`src/rtl/core/coupled_vdp_derivative_core_defines.svh`:
```
// Assertion helpers; clk and arst_n are taken from the enclosing module.
`ifndef COUPLED_VDP_DERIVATIVE_CORE_DEFINES_SVH
`define COUPLED_VDP_DERIVATIVE_CORE_DEFINES_SVH

// same-cycle implication
`define CVD_ASSERT_NOW(lbl, cond, expr, msg) \
	lbl: assert property (@(posedge clk) disable iff (!arst_n) (cond) |-> (expr)) \
		else $error(msg);

// next-cycle implication
`define CVD_ASSERT_NEXT(lbl, cond, expr, msg) \
	lbl: assert property (@(posedge clk) disable iff (!arst_n) (cond) |=> (expr)) \
		else $error(msg);

`endif

```
`src/rtl/core/cvd_pkg.sv`:
```
package cvd_pkg;

	localparam int FRAC_BITS    = 24;
	localparam int CORDIC_STEPS = 16;
	localparam int Q_W          = 32;

	typedef logic signed [Q_W-1:0] q_t;

	localparam int PROD_W  = 2 * Q_W;
	localparam int RPROD_W = 2 * Q_W + 1;
	localparam int SUM_W   = 2 * Q_W + 4 - FRAC_BITS;

	typedef logic signed [PROD_W-1:0]  prod_t;
	typedef logic signed [RPROD_W-1:0] rprod_t;
	typedef logic signed [SUM_W-1:0]   acc_t;

	localparam q_t   Q_ONE = q_t'(33'sd1 <<< FRAC_BITS);
	localparam acc_t Q_MAX = acc_t'(64'sh7FFFFFFF);
	localparam acc_t Q_MIN = acc_t'(-64'sh80000000);

	// configuration registers
	localparam int N_REGS = 7;
	localparam int IDX_W  = $clog2(N_REGS);
	localparam int ADDR_W = IDX_W + 2;

	localparam logic [IDX_W-1:0] REG_DETUNE_1   = IDX_W'(0);
	localparam logic [IDX_W-1:0] REG_DETUNE_2   = IDX_W'(1);
	localparam logic [IDX_W-1:0] REG_DETUNE_3   = IDX_W'(2);
	localparam logic [IDX_W-1:0] REG_COUPLING   = IDX_W'(3);
	localparam logic [IDX_W-1:0] REG_DRIVE_FREQ = IDX_W'(4);
	localparam logic [IDX_W-1:0] REG_DRIVE_AMP  = IDX_W'(5);
	localparam logic [IDX_W-1:0] REG_NONLIN     = IDX_W'(6);

	typedef struct packed {
		q_t detune_1;
		q_t detune_2;
		q_t detune_3;
		q_t coupling;
		q_t drive_freq;
		q_t drive_amp;
		q_t nonlin_gain;
	} cfg_t;

	// angle reduction: A + (P << RED_SH) is positive, then restoring steps
	localparam int U_W    = 66;
	localparam int RED_SH = 45 - FRAC_BITS;
	localparam int RED_N  = RED_SH + 2;
	localparam logic [63:0]    TWO_PI_Q60 = 64'h6487ED5110B4611A;
	localparam logic [U_W-1:0] RED_P      = U_W'(TWO_PI_Q60 >> (44 - FRAC_BITS));
	localparam logic [U_W-1:0] RED_OFF    = RED_P << RED_SH;
	localparam int ZSHR = (FRAC_BITS >= 14) ? FRAC_BITS - 14 : 0;
	localparam int ZSHL = (FRAC_BITS < 14) ? 14 - FRAC_BITS : 0;

	localparam int Z_W  = 35;
	localparam int CX_W = 34;
	typedef logic signed [Z_W-1:0]  ang_t;
	typedef logic signed [CX_W-1:0] cx_t;

	localparam ang_t PI_Q30      = ang_t'(64'sh0C90FDAA2);
	localparam ang_t HALF_PI_Q30 = ang_t'(64'sh06487ED51);
	localparam ang_t TWO_PI_Q30  = ang_t'(64'sh1921FB544);
	localparam cx_t  CX_INIT     = cx_t'(64'sh26DD3B6A);

	localparam int N_CS = (CORDIC_STEPS < 31) ? CORDIC_STEPS : 31;

	// pipeline depth
	localparam int ANG_LAT  = RED_N + 3;
	localparam int CORD_LAT = N_CS + 1;
	localparam int OSC_LAT  = 4;
	localparam int LAT      = ANG_LAT + CORD_LAT + 2;
	localparam int DLY      = LAT - 1 - OSC_LAT;

	typedef struct packed {
		acc_t part_1;
		acc_t part_2;
		acc_t part_3;
		q_t   vel_1;
		q_t   vel_2;
		q_t   vel_3;
	} osc_res_t;

	function automatic q_t sat_q(input acc_t v);
		q_t r;
		if (v > Q_MAX) r = q_t'(Q_MAX);
		else if (v < Q_MIN) r = q_t'(Q_MIN);
		else r = q_t'(v);
		return r;
	endfunction

	function automatic logic [31:0] atan_q30(input int i);
		logic [31:0] r;
		case (i)
			0: r = 32'h3243F6A8;
			1: r = 32'h1DAC6705;
			2: r = 32'h0FADBAFC;
			3: r = 32'h07F56EA6;
			4: r = 32'h03FEAB76;
			5: r = 32'h01FFD55B;
			6: r = 32'h00FFFAAA;
			7: r = 32'h007FFF55;
			8: r = 32'h003FFFEA;
			9: r = 32'h001FFFFD;
			10: r = 32'h000FFFFF;
			11: r = 32'h0007FFFF;
			12: r = 32'h0003FFFF;
			13: r = 32'h0001FFFF;
			14: r = 32'h0000FFFF;
			15: r = 32'h00007FFF;
			16: r = 32'h00003FFF;
			17: r = 32'h00001FFF;
			18: r = 32'h00000FFF;
			19: r = 32'h000007FF;
			20: r = 32'h000003FF;
			21: r = 32'h000001FF;
			22: r = 32'h000000FF;
			23: r = 32'h0000007F;
			24: r = 32'h0000003F;
			25: r = 32'h0000001F;
			26: r = 32'h0000000F;
			27: r = 32'h00000008;
			28: r = 32'h00000004;
			29: r = 32'h00000002;
			30: r = 32'h00000001;
			default: r = 32'h0;
		endcase
		return r;
	endfunction

endpackage

```
`src/rtl/core/cvd_cordic.sv`:
```
module cvd_cordic import cvd_pkg::*; (
	input  logic clk,
	input  logic adv,
	input  ang_t z,
	input  logic neg,
	output q_t   cosq
);

	cx_t  x_s [N_CS];
	cx_t  y_s [N_CS];
	ang_t z_s [N_CS];
	logic n_s [N_CS];
	cx_t  xn;
	q_t   cos_sf;

	for (genvar j = 0; j < N_CS; j++) begin : g_step
		localparam ang_t ATAN_J = ang_t'(atan_q30(j));
		cx_t  xp, yp;
		ang_t zp;
		logic np;
		if (j == 0) begin : g_first
			assign xp = CX_INIT;
			assign yp = '0;
			assign zp = z;
			assign np = neg;
		end else begin : g_next
			assign xp = x_s[j-1];
			assign yp = y_s[j-1];
			assign zp = z_s[j-1];
			assign np = n_s[j-1];
		end
		always_ff @(posedge clk) begin
			if (adv) begin
				if (zp >= 0) begin
					x_s[j] <= xp - (yp >>> j);
					y_s[j] <= yp + (xp >>> j);
					z_s[j] <= zp - ATAN_J;
				end else begin
					x_s[j] <= xp + (yp >>> j);
					y_s[j] <= yp - (xp >>> j);
					z_s[j] <= zp + ATAN_J;
				end
				n_s[j] <= np;
			end
		end
	end

	assign xn = n_s[N_CS-1] ? -x_s[N_CS-1] : x_s[N_CS-1];

	always_ff @(posedge clk) begin
		if (adv) begin
			cos_sf <= q_t'(xn >>> (30 - FRAC_BITS));
		end
	end

	assign cosq = cos_sf;

endmodule

```
`config.mk`:
```
export PLATFORM = sky130hd
export DESIGN_NAME = cvd_cordic
export DESIGN_NICKNAME = d
export VERILOG_FILES = /design/src/rtl/core/coupled_vdp_derivative_core_defines.svh /design/src/rtl/core/cvd_pkg.sv /design/src/rtl/core/cvd_cordic.sv
export SDC_FILE = /design/constraint.sdc
export NUM_CORES = 2
export LEC_CHECK = 0
export BUFFER_PORTS_ARGS = -buffer_cell sky130_fd_sc_hd__buf_2
export CAP_MARGIN = 20
export CORE_ASPECT_RATIO = 1.25
export CORE_MARGIN = 4
export CORE_UTILIZATION = 60
export CTS_BUF_LIST = sky130_fd_sc_hd__clkbuf_16
export DETAILED_ROUTE_END_ITERATION = 8
export GPL_ROUTABILITY_DRIVEN = 0
export PLACE_DENSITY = 0.87
export SYNTH_ARGS = -nofsm -noshare
export SYNTH_HDL_FRONTEND = slang
export SYNTH_SLANG_ARGS = --single-unit
```
`constraint.sdc`:
```
create_clock -name clk -period 8.5 [get_ports clk]
set_input_delay 1.7 -clock clk [delete_from_list [all_inputs] [get_ports clk]]
set_output_delay 1.7 -clock clk [all_outputs]
set_load 0.005 [all_outputs]
```
==> metrics.md <==
| Metric | Value |
|---|---|
| Xor-xnor portion of the synthesized cell area | `13.2%` |
| Clk sink count | `1481` |
| Placed Cells | `15400` |
| Number of max-cap violations | `0` |
| Syn-to-layout area delta | `7.01%` |
| Detailed-route via count | `98200` |
| Most common cell after layout, fill and taps aside | `edfxtp_1` |
| Vias in the first global route | `97800` |
| Hpwl dp | `224000 um` |
| Initial DRC count | `6496` |
| Top Ports | `70` |
| CTS buffer count | `154` |
| Synth Net Count | `14200` |
| Post-cts repair resize count | `0` |
| CTS tree | `done` |
| Tcrit/Tclk final | `74.0%` |
| ANT nets after route | `0` |
| Root Driver | `clkbuf_16` |
| Fin Hold WS | `0.411 ns` |
| # DRC | `5` |
| Non-Filler Instances | `15700` |
| Syn. warnings | `0` |
| Flop-to-flop setup slack | `2.21 ns` |
| Synth Area in Adders | `15.0%` |
| Largest net degree at the start of global routing | `200` |
| Async SR Flop Fraction | `0%` |
| Sequential area share after synthesis | `36.1%` |
| CTS Hold Bufs | `0` |
| CORE AREA | `204000 sq um` |
| Failing checks | `design-rule violations` |
| Routed len/inst | `19.0 um` |
| Initial Utilization | `60.5%` |
| H-tree Lvls | `4` |
| Tmin final | `6.29 ns` |
| Synth unique cells | `88` |
| Initial antenna violation count | `3` |
| Final setup viols | `0` |
| Largest family of logic cells by synthesized area | `compound AO/OA/AOI/OAI gates` |
| Most frequent cells in the layout | `edfxtp_1 (1481), ha_1 (1405), a21oi_1 (1313), xnor2_1 (1250), nor2_1 (926)` |
| Synthesized area | `123000 sq um` |
| Critical path type | `flop to flop` |
| Fmax | `159 MHz` |
| First-pass GRT wire length | `479000 um` |
| Die area | `213000 sq um` |
| Ys flop type | `edfxtp_1` |
| Slowest CP cell | `edfxtp_1` |
| Port-buffer cells | `69` |
| Register area | `44500 sq um` |
| Worst-path clk slew | `0.06 ns` |
| Crit path cell chain | `nor3_1 > nand2b_1 > or3_1 > or3b_2 > or2_2 > or3_1 > o21ai_0 > nand2_1 > ha_1 > a21o_1 > a21oi_1 > inv_1 > a2111oi_0 > dlymetal6s2s_1 > o21bai_1 > o311ai_0 > o21ai_0 > xor2_1` |
| Die width | `413 um` |
| Die height | `515 um` |
| Clock buffer depth | `3` |
| Worst-margin pin slew | `1.12 ns` |
| Layout cells sized above 1 | `3.94%` |
| Final setup TNS | `0 ns` |
| Crit Path Max Fanout | `6` |
| Post-synthesis mux area share | `0.775%` |
| Buf+Inv Stages, Crit Path | `2` |
| RSZ-0062 raised after global routing | `false` |
| Syn Area/Cell | `9.70 sq um` |
| Final Max Tran Viols | `0` |
| Via/cell ratio | `6.27` |
| Multi-input gate area in the final layout | `76100 sq um` |
| Compound-gate portion of the synthesized area | `20.3%` |
| Largest delay contributor family on the critical path | `simple AND/OR/NAND/NOR gates` |
| Max Clock Skew | `0.0745 ns` |
| Grt total ovfl | `0` |
| Cell count after synthesis | `12700` |
| Post-synth EDFFs | `1481` |
| Slew margin rel. | `24.7%` |
| Data required, critical path | `9.12 ns` |
| Synth Register Bits | `1481` |
| CP Launch Type | `flop` |
| Worst-Skew Late Latency | `0.88 ns` |
| Critical Path Sink Type | `flop` |
| Simple logic cell fraction of the synthesized area | `12.4%` |
| Initial DRT Pass Iterations | `9` |
| Status | `finished with violations` |
| Fin util | `64.7%` |
| Final wirelength | `297000 um` |
| FILL cells | `15100` |
| Max incr delay on CP | `0.68 ns` |
| Row Count | `185` |
| Final hold violations | `0` |
| Final-stage net count | `14300` |
| Total track usage | `27.4%` |
| Hold WC Path Type | `flop to flop` |
| Worst EP arrival | `6.91 ns` |
| Setup bufs post-CTS | `0` |
-- area by class of cell --
class | count | area share, %
repair buffers | 132 | 0.677
inverters | 551 | 1.57
well taps | 2711 | 2.57
flip-flops and latches | 1481 | 33.7
multi-input cells | 10500 | 57.7
diodes | 1 | 0.00190
clock buffers | 154 | 2.92
clock inverters | 127 | 0.894
-- state kept, by name, summed over array words and instances (netlist names) --
| register | flops |
|---|---|
| y_s | 462 |
| n_s | 16 |
| x_s | 484 |
| cosq | 28 |
| z_s | 491 |
-- per-layer routing --
metal	track usage, %	vias to the layer above	routed length [um]
met5	0	-	12
met4	23.5	2	29600
met3	4.97	1518	14400
met2	51.4	3350	154000
met1	25.2	45700	99100
li1	-	47700	-
-- logic make-up after synthesis --
kind of cell,after synthesis
xor+xnor,1859
fa+ha+maj,1449
compound gates,3959
flops,1481
simple gates,3145
mux,91
buf+inv,733
-- Yosys cell counts (all sizes together) (241+ instances only) --
cell    number  area, sq um
nand2      700         2630
nor2       926         3480
xnor2     1250        10900
nor3       276         1380
edfxtp    1481        44500
o21ai      715         3580
inv        550         2060
nand3      241         1210
a21o       725         5440
ha        1405        17600
xor2       609         5330
a21oi     1313         6570
-- worst paths after layout --
path | cells after the start | from | to
worst max-delay path | 18 | y_s[1][123] | x_s[1][168]
worst min-delay path | 0 | n_s[0][3] | n_s[0][4]
worst max register to register | 18 | y_s[1][123] | x_s[1][168]
worst min register to register | 0 | n_s[0][3] | n_s[0][4]
-- per-stage QoR --
| step | cell area [sq um] | setup slack, ns |
|---|---|---|
| after floorplan | 123000 | 1.99 |
| after global placement | 127000 | 1.67 |
| after global routing | 132000 | 1.72 |
| final | 132000 | 2.21 |
| after detailed placement | 127000 | 1.49 |
| after CTS | 132000 | 1.99 |
Power is not shown: default switching activity piles up to over one toggle a cycle in this logic, so the estimate is an artifact.
