===== src/rtl/core/coupled_vdp_derivative_core_defines.svh =====
// Assertion helpers; clk and arst_n are taken from the enclosing module.
`ifndef COUPLED_VDP_DERIVATIVE_CORE_DEFINES_SVH
`define COUPLED_VDP_DERIVATIVE_CORE_DEFINES_SVH

// same-cycle implication
`define CVD_ASSERT_NOW(lbl, cond, expr, msg) \
	lbl: assert property (@(posedge clk) disable iff (!arst_n) (cond) |-> (expr)) \
		else $error(msg);

// next-cycle implication
`define CVD_ASSERT_NEXT(lbl, cond, expr, msg) \
	lbl: assert property (@(posedge clk) disable iff (!arst_n) (cond) |=> (expr)) \
		else $error(msg);

`endif


===== src/rtl/core/cvd_pkg.sv =====
package cvd_pkg;

	localparam int FRAC_BITS    = 24;
	localparam int CORDIC_STEPS = 16;
	localparam int Q_W          = 32;

	typedef logic signed [Q_W-1:0] q_t;

	localparam int PROD_W  = 2 * Q_W;
	localparam int RPROD_W = 2 * Q_W + 1;
	localparam int SUM_W   = 2 * Q_W + 4 - FRAC_BITS;

	typedef logic signed [PROD_W-1:0]  prod_t;
	typedef logic signed [RPROD_W-1:0] rprod_t;
	typedef logic signed [SUM_W-1:0]   acc_t;

	localparam q_t   Q_ONE = q_t'(33'sd1 <<< FRAC_BITS);
	localparam acc_t Q_MAX = acc_t'(64'sh7FFFFFFF);
	localparam acc_t Q_MIN = acc_t'(-64'sh80000000);

	// configuration registers
	localparam int N_REGS = 7;
	localparam int IDX_W  = $clog2(N_REGS);
	localparam int ADDR_W = IDX_W + 2;

	localparam logic [IDX_W-1:0] REG_DETUNE_1   = IDX_W'(0);
	localparam logic [IDX_W-1:0] REG_DETUNE_2   = IDX_W'(1);
	localparam logic [IDX_W-1:0] REG_DETUNE_3   = IDX_W'(2);
	localparam logic [IDX_W-1:0] REG_COUPLING   = IDX_W'(3);
	localparam logic [IDX_W-1:0] REG_DRIVE_FREQ = IDX_W'(4);
	localparam logic [IDX_W-1:0] REG_DRIVE_AMP  = IDX_W'(5);
	localparam logic [IDX_W-1:0] REG_NONLIN     = IDX_W'(6);

	typedef struct packed {
		q_t detune_1;
		q_t detune_2;
		q_t detune_3;
		q_t coupling;
		q_t drive_freq;
		q_t drive_amp;
		q_t nonlin_gain;
	} cfg_t;

	// angle reduction: A + (P << RED_SH) is positive, then restoring steps
	localparam int U_W    = 66;
	localparam int RED_SH = 45 - FRAC_BITS;
	localparam int RED_N  = RED_SH + 2;
	localparam logic [63:0]    TWO_PI_Q60 = 64'h6487ED5110B4611A;
	localparam logic [U_W-1:0] RED_P      = U_W'(TWO_PI_Q60 >> (44 - FRAC_BITS));
	localparam logic [U_W-1:0] RED_OFF    = RED_P << RED_SH;
	localparam int ZSHR = (FRAC_BITS >= 14) ? FRAC_BITS - 14 : 0;
	localparam int ZSHL = (FRAC_BITS < 14) ? 14 - FRAC_BITS : 0;

	localparam int Z_W  = 35;
	localparam int CX_W = 34;
	typedef logic signed [Z_W-1:0]  ang_t;
	typedef logic signed [CX_W-1:0] cx_t;

	localparam ang_t PI_Q30      = ang_t'(64'sh0C90FDAA2);
	localparam ang_t HALF_PI_Q30 = ang_t'(64'sh06487ED51);
	localparam ang_t TWO_PI_Q30  = ang_t'(64'sh1921FB544);
	localparam cx_t  CX_INIT     = cx_t'(64'sh26DD3B6A);

	localparam int N_CS = (CORDIC_STEPS < 31) ? CORDIC_STEPS : 31;

	// pipeline depth
	localparam int ANG_LAT  = RED_N + 3;
	localparam int CORD_LAT = N_CS + 1;
	localparam int OSC_LAT  = 4;
	localparam int LAT      = ANG_LAT + CORD_LAT + 2;
	localparam int DLY      = LAT - 1 - OSC_LAT;

	typedef struct packed {
		acc_t part_1;
		acc_t part_2;
		acc_t part_3;
		q_t   vel_1;
		q_t   vel_2;
		q_t   vel_3;
	} osc_res_t;

	function automatic q_t sat_q(input acc_t v);
		q_t r;
		if (v > Q_MAX) r = q_t'(Q_MAX);
		else if (v < Q_MIN) r = q_t'(Q_MIN);
		else r = q_t'(v);
		return r;
	endfunction

	function automatic logic [31:0] atan_q30(input int i);
		logic [31:0] r;
		case (i)
			0: r = 32'h3243F6A8;
			1: r = 32'h1DAC6705;
			2: r = 32'h0FADBAFC;
			3: r = 32'h07F56EA6;
			4: r = 32'h03FEAB76;
			5: r = 32'h01FFD55B;
			6: r = 32'h00FFFAAA;
			7: r = 32'h007FFF55;
			8: r = 32'h003FFFEA;
			9: r = 32'h001FFFFD;
			10: r = 32'h000FFFFF;
			11: r = 32'h0007FFFF;
			12: r = 32'h0003FFFF;
			13: r = 32'h0001FFFF;
			14: r = 32'h0000FFFF;
			15: r = 32'h00007FFF;
			16: r = 32'h00003FFF;
			17: r = 32'h00001FFF;
			18: r = 32'h00000FFF;
			19: r = 32'h000007FF;
			20: r = 32'h000003FF;
			21: r = 32'h000001FF;
			22: r = 32'h000000FF;
			23: r = 32'h0000007F;
			24: r = 32'h0000003F;
			25: r = 32'h0000001F;
			26: r = 32'h0000000F;
			27: r = 32'h00000008;
			28: r = 32'h00000004;
			29: r = 32'h00000002;
			30: r = 32'h00000001;
			default: r = 32'h0;
		endcase
		return r;
	endfunction

endpackage


===== src/rtl/core/cvd_regs.sv =====
module cvd_regs import cvd_pkg::*; (
	input  logic              clk,
	input  logic              arst_n,
	input  logic              psel,
	input  logic              penable,
	input  logic              pwrite,
	input  logic [ADDR_W-1:0] paddr,
	input  logic [31:0]       pwdata,
	output logic [31:0]       prdata,
	output logic              pready,
	output cfg_t              cfg
);

	logic             wr;
	logic [IDX_W-1:0] idx;
	cfg_t             cfg_q;

	assign wr     = psel && penable && pwrite;
	assign idx    = paddr[ADDR_W-1:2];
	assign pready = 1'b1;
	assign cfg    = cfg_q;

	always_ff @(posedge clk or negedge arst_n) begin
		if (!arst_n) begin
			cfg_q.detune_1    <= '0;
			cfg_q.detune_2    <= '0;
			cfg_q.detune_3    <= '0;
			cfg_q.coupling    <= '0;
			cfg_q.drive_freq  <= Q_ONE;
			cfg_q.drive_amp   <= '0;
			cfg_q.nonlin_gain <= Q_ONE;
		end else if (wr) begin
			unique case (idx)
				REG_DETUNE_1:   cfg_q.detune_1    <= pwdata;
				REG_DETUNE_2:   cfg_q.detune_2    <= pwdata;
				REG_DETUNE_3:   cfg_q.detune_3    <= pwdata;
				REG_COUPLING:   cfg_q.coupling    <= pwdata;
				REG_DRIVE_FREQ: cfg_q.drive_freq  <= pwdata;
				REG_DRIVE_AMP:  cfg_q.drive_amp   <= pwdata;
				REG_NONLIN:     cfg_q.nonlin_gain <= pwdata;
				default: ;
			endcase
		end
	end

	always_comb begin
		unique case (idx)
			REG_DETUNE_1:   prdata = cfg_q.detune_1;
			REG_DETUNE_2:   prdata = cfg_q.detune_2;
			REG_DETUNE_3:   prdata = cfg_q.detune_3;
			REG_COUPLING:   prdata = cfg_q.coupling;
			REG_DRIVE_FREQ: prdata = cfg_q.drive_freq;
			REG_DRIVE_AMP:  prdata = cfg_q.drive_amp;
			REG_NONLIN:     prdata = cfg_q.nonlin_gain;
			default:        prdata = '0;
		endcase
	end

endmodule


===== config.mk =====
export PLATFORM = sky130hd
export DESIGN_NAME = cvd_regs
export DESIGN_NICKNAME = d
export VERILOG_FILES = /design/src/rtl/core/coupled_vdp_derivative_core_defines.svh /design/src/rtl/core/cvd_pkg.sv /design/src/rtl/core/cvd_regs.sv
export SDC_FILE = /design/constraint.sdc
export NUM_CORES = 1
export LEC_CHECK = 0
export ABC_CLOCK_PERIOD_IN_PS = 5000
export BUFFER_PORTS_ARGS = -buffer_cell sky130_fd_sc_hd__buf_4
export CAP_MARGIN = 25
export CORE_AREA = 5 5 214 175
export CTS_CLUSTER_DIAMETER = 80
export DETAILED_ROUTE_END_ITERATION = 10
export DIE_AREA = 0 0 219 180
export GPL_TIMING_DRIVEN = 0
export PLACE_DENSITY = 0.57
export SYNTH_ARGS = -nofsm -noshare
export SYNTH_HDL_FRONTEND = slang
export SYNTH_SLANG_ARGS = --single-unit

===== constraint.sdc =====
create_clock -name clk -period 5 [get_ports clk]
set_clock_uncertainty 0.15 [all_clocks]
set_input_delay 1 -clock clk [delete_from_list [all_inputs] [get_ports clk]]
set_output_delay 1 -clock clk [all_outputs]
set_load 0.1 [all_outputs]

==> impl_metrics.toml <==
[outcome]
status = "finished clean"

[sta]
setup-tns-final_ps = 0
slew_headroom_pct = 23.8
hold_violations = 0
fmaxAchievable_ghz = 0.208
fin_crit_sh_pct = 96.4
worst-slew-pin-transition_ps = 1140
report.final.setup_viol = 0
rsz0062_at_grt = "false"
drv_slew = 0
fin_crit_ps = 4820
setup_ws_ps = 181
holdWs_ps = 243

[routing]
ant_nets = 0
drt_wl_total_mm = 40.2
wl_per_cell_um = 25.9
vias = 7664
drt-initial-drc-count = 459
dr_wl_met2_mm = 18.2
wl_met1_mm = 18.2
drc = 0
route.met3.wl_mm = 3.06
firstDrtPassIters = 8
vias_per_cell = 4.93
highest_layer = "met4"

[logic_synthesis]
synthTopCellsByArea = "dfrtp_1, mux2_2, mux2i_1"
syn_nets = 771
ys_seq_elements = 224
synth_warnings = 0
yosys.area.top_type_share_pct = 53.6
synth.most_common_cell = "mux2_2"
yosys.area.top_type = "dfrtp_1"
async_flop_share_pct = 100
synth_flop_cell = "dfrtp_1"
synth.top_cells.by_count = "mux2_2, dfrtp_1, mux2i_1"
synth-edff-count = 0
synth.cell_area_um2 = 10400
ys_types = 31
ys_seq_area_share_pct = 54.1
syn_avg_cell_area_um2 = 14.2
synth_cells = 729

[clock_network]
ctsResizeCount = 0
clock_latency_ps = 530
cts_hold_buf = 0
clock-sinks = 224
clk_root_buffer_cell = "clkbuf_16"
cts_made_buffers = 26
cts_tree = "done"
postCtsSetupBuffers = 0
htreeDepth = 1
clk_pin_slew_ps = 60
ctsLongestPathBuffers = 3

[pwr]
combPwrFrac_pct = 51.1
clock_power_share_pct = 21.2
ir_drop_mv = 0.292
p_leak_nw = 6.80
swShare_pct = 52.5
power_density_nw_per_um2 = 633
power.switching_w = 0.00468
intPower_w = 0.00423
seq_power_share_pct = 27.8

[placed_design]
place_congestion = 0.771
hpwl_mm = 27.8
dp_slack_ps = 240
port_buffers = 294

[finish]
area_growth_syn_to_layout_pct = 35.8
fillerInstances = 3460
drive_gt1_share_pct = 58.9
nets = 1095
largest_reg_flops = 224

[grt]
grt_overflow = 0
grt_pass1_vias = 8008
antenna_found_initial = 2
grt_use_total_pct = 19.7
grt_pass1_wl_mm = 58.0
grt_max_degree = 91

[hold_path]
min_path_type = "input port to async pin"

[floorplanning]
core_area_um2 = 35200
floorplan.initialDensity_pct = 29.4
dieArea_um2 = 39400
rows = 62
die_x_um = 219
io_pins = 299
fp.dieH_um = 180

[setup_path]
required_ps = 3850
path_max_fanout = 10
start_kind = "input port"
critPathCaptureType = "output pin"
worstPathArrival_ps = 3670
critPathKind = "input port to output pin"

[run]
cap_violations = 0
[per-layer routing]
layer / vias to the layer above / GRT usage [%]
li1: 3356 / -
met1: 4000 / 27.8
met2: 268 / 30.7
met3: 40 / 5.57
met4: 0 / 3.57
met5: - / 0
[path summary, 6_finish.rpt]
check	endpoint	start	cells past startpoint	slack (ps)
worst max-delay path	prdata[14]	paddr[2]	6	180
worst min-delay path	cfg[17]	arst_n	1	240
worst max register to register	cfg[31]	cfg[31]	1	4040
worst min register to register	cfg[74]	cfg[74]	1	380
max in group asynchronous	cfg[88]	arst_n	2	3580
min in group clk	cfg[74]	cfg[74]	1	380
[power groups by stage]
stage                     combinational [W]  sequential [W]  clock [W]
after floorplan                    0.000976         0.00503          0
after detailed placement            0.00458         0.00250          0
after global routing                0.00467         0.00253    0.00201
after CTS                           0.00459         0.00247    0.00194
final                               0.00455         0.00248    0.00189
after global placement              0.00456         0.00249          0
[final cells by class]
cell class	instances	area [um2]	share of cell area (%)
Tap cell	480	601	4.27
Multi-Input combinational cell	447	4480	31.8
Timing Repair Buffer	296	2270	16.1
Clock buffer	37	753	5.35
Clock inverter	11	85.1	0.604
Buffer	57	279	1.98
Antenna cell	1	2.50	0.0178
Sequential cell	224	5610	39.8
Inverter	1	3.75	0.0267
[critical path, stage by stage]
cell and delay, ps:
buf_2 180, buf_2 370, clkbuf_1 670, clkbuf_1 810, o221ai_1 300, buf_4 320
[stage by stage]
step / utilization, % / total power, W / cells / area (um2)
after floorplan: - / 0.00601 / 729 / 10400
after global placement: 37.4 / 0.00705 / 1503 / 13200
after detailed placement: 37.6 / 0.00708 / 1505 / 13200
after CTS: 40.0 / 0.00900 / 1553 / 14100
after global routing: 40.0 / 0.00921 / 1554 / 14100
final: 40.0 / 0.00892 / 1554 / 14100
[layout by cell type, fill, tap and decap left out, types with 2 or more instances in the layout]
cell	instances
clkinv_2	8
buf_4	294
nor2_2	2
and3b_1	2
o21a_1	31
dfrtp_1	222
buf_2	31
clkinvlp_4	2
o221ai_1	17
buf_16	2
a222oi_1	15
mux2_1	3
mux2_2	223
mux2_4	30
clkbuf_16	27
o21ai_1	15
nand3b_1	16
nor2b_1	2
or3_1	2
dfstp_2	2
clkbuf_8	4
clkbuf_1	26
nand3_1	15
buf_1	2
nor2_1	3
buf_6	3
mux2i_1	47
nand2_1	16
nand2b_1	2
[logic make-up (layout without fill, tap and decap cells)]
kind of cell	after synthesis	in the layout	share of synthesized area [%]
flip-flops	224	224	54.1
buffers and inverters	58	402	2.73
AO/OA/AOI/OAI	79	79	5.90
AND/OR/NAND/NOR	63	63	3.58
multiplexers	304	304	33.7
other	1	2	0.0362
(Power assumes the default switching activity.)
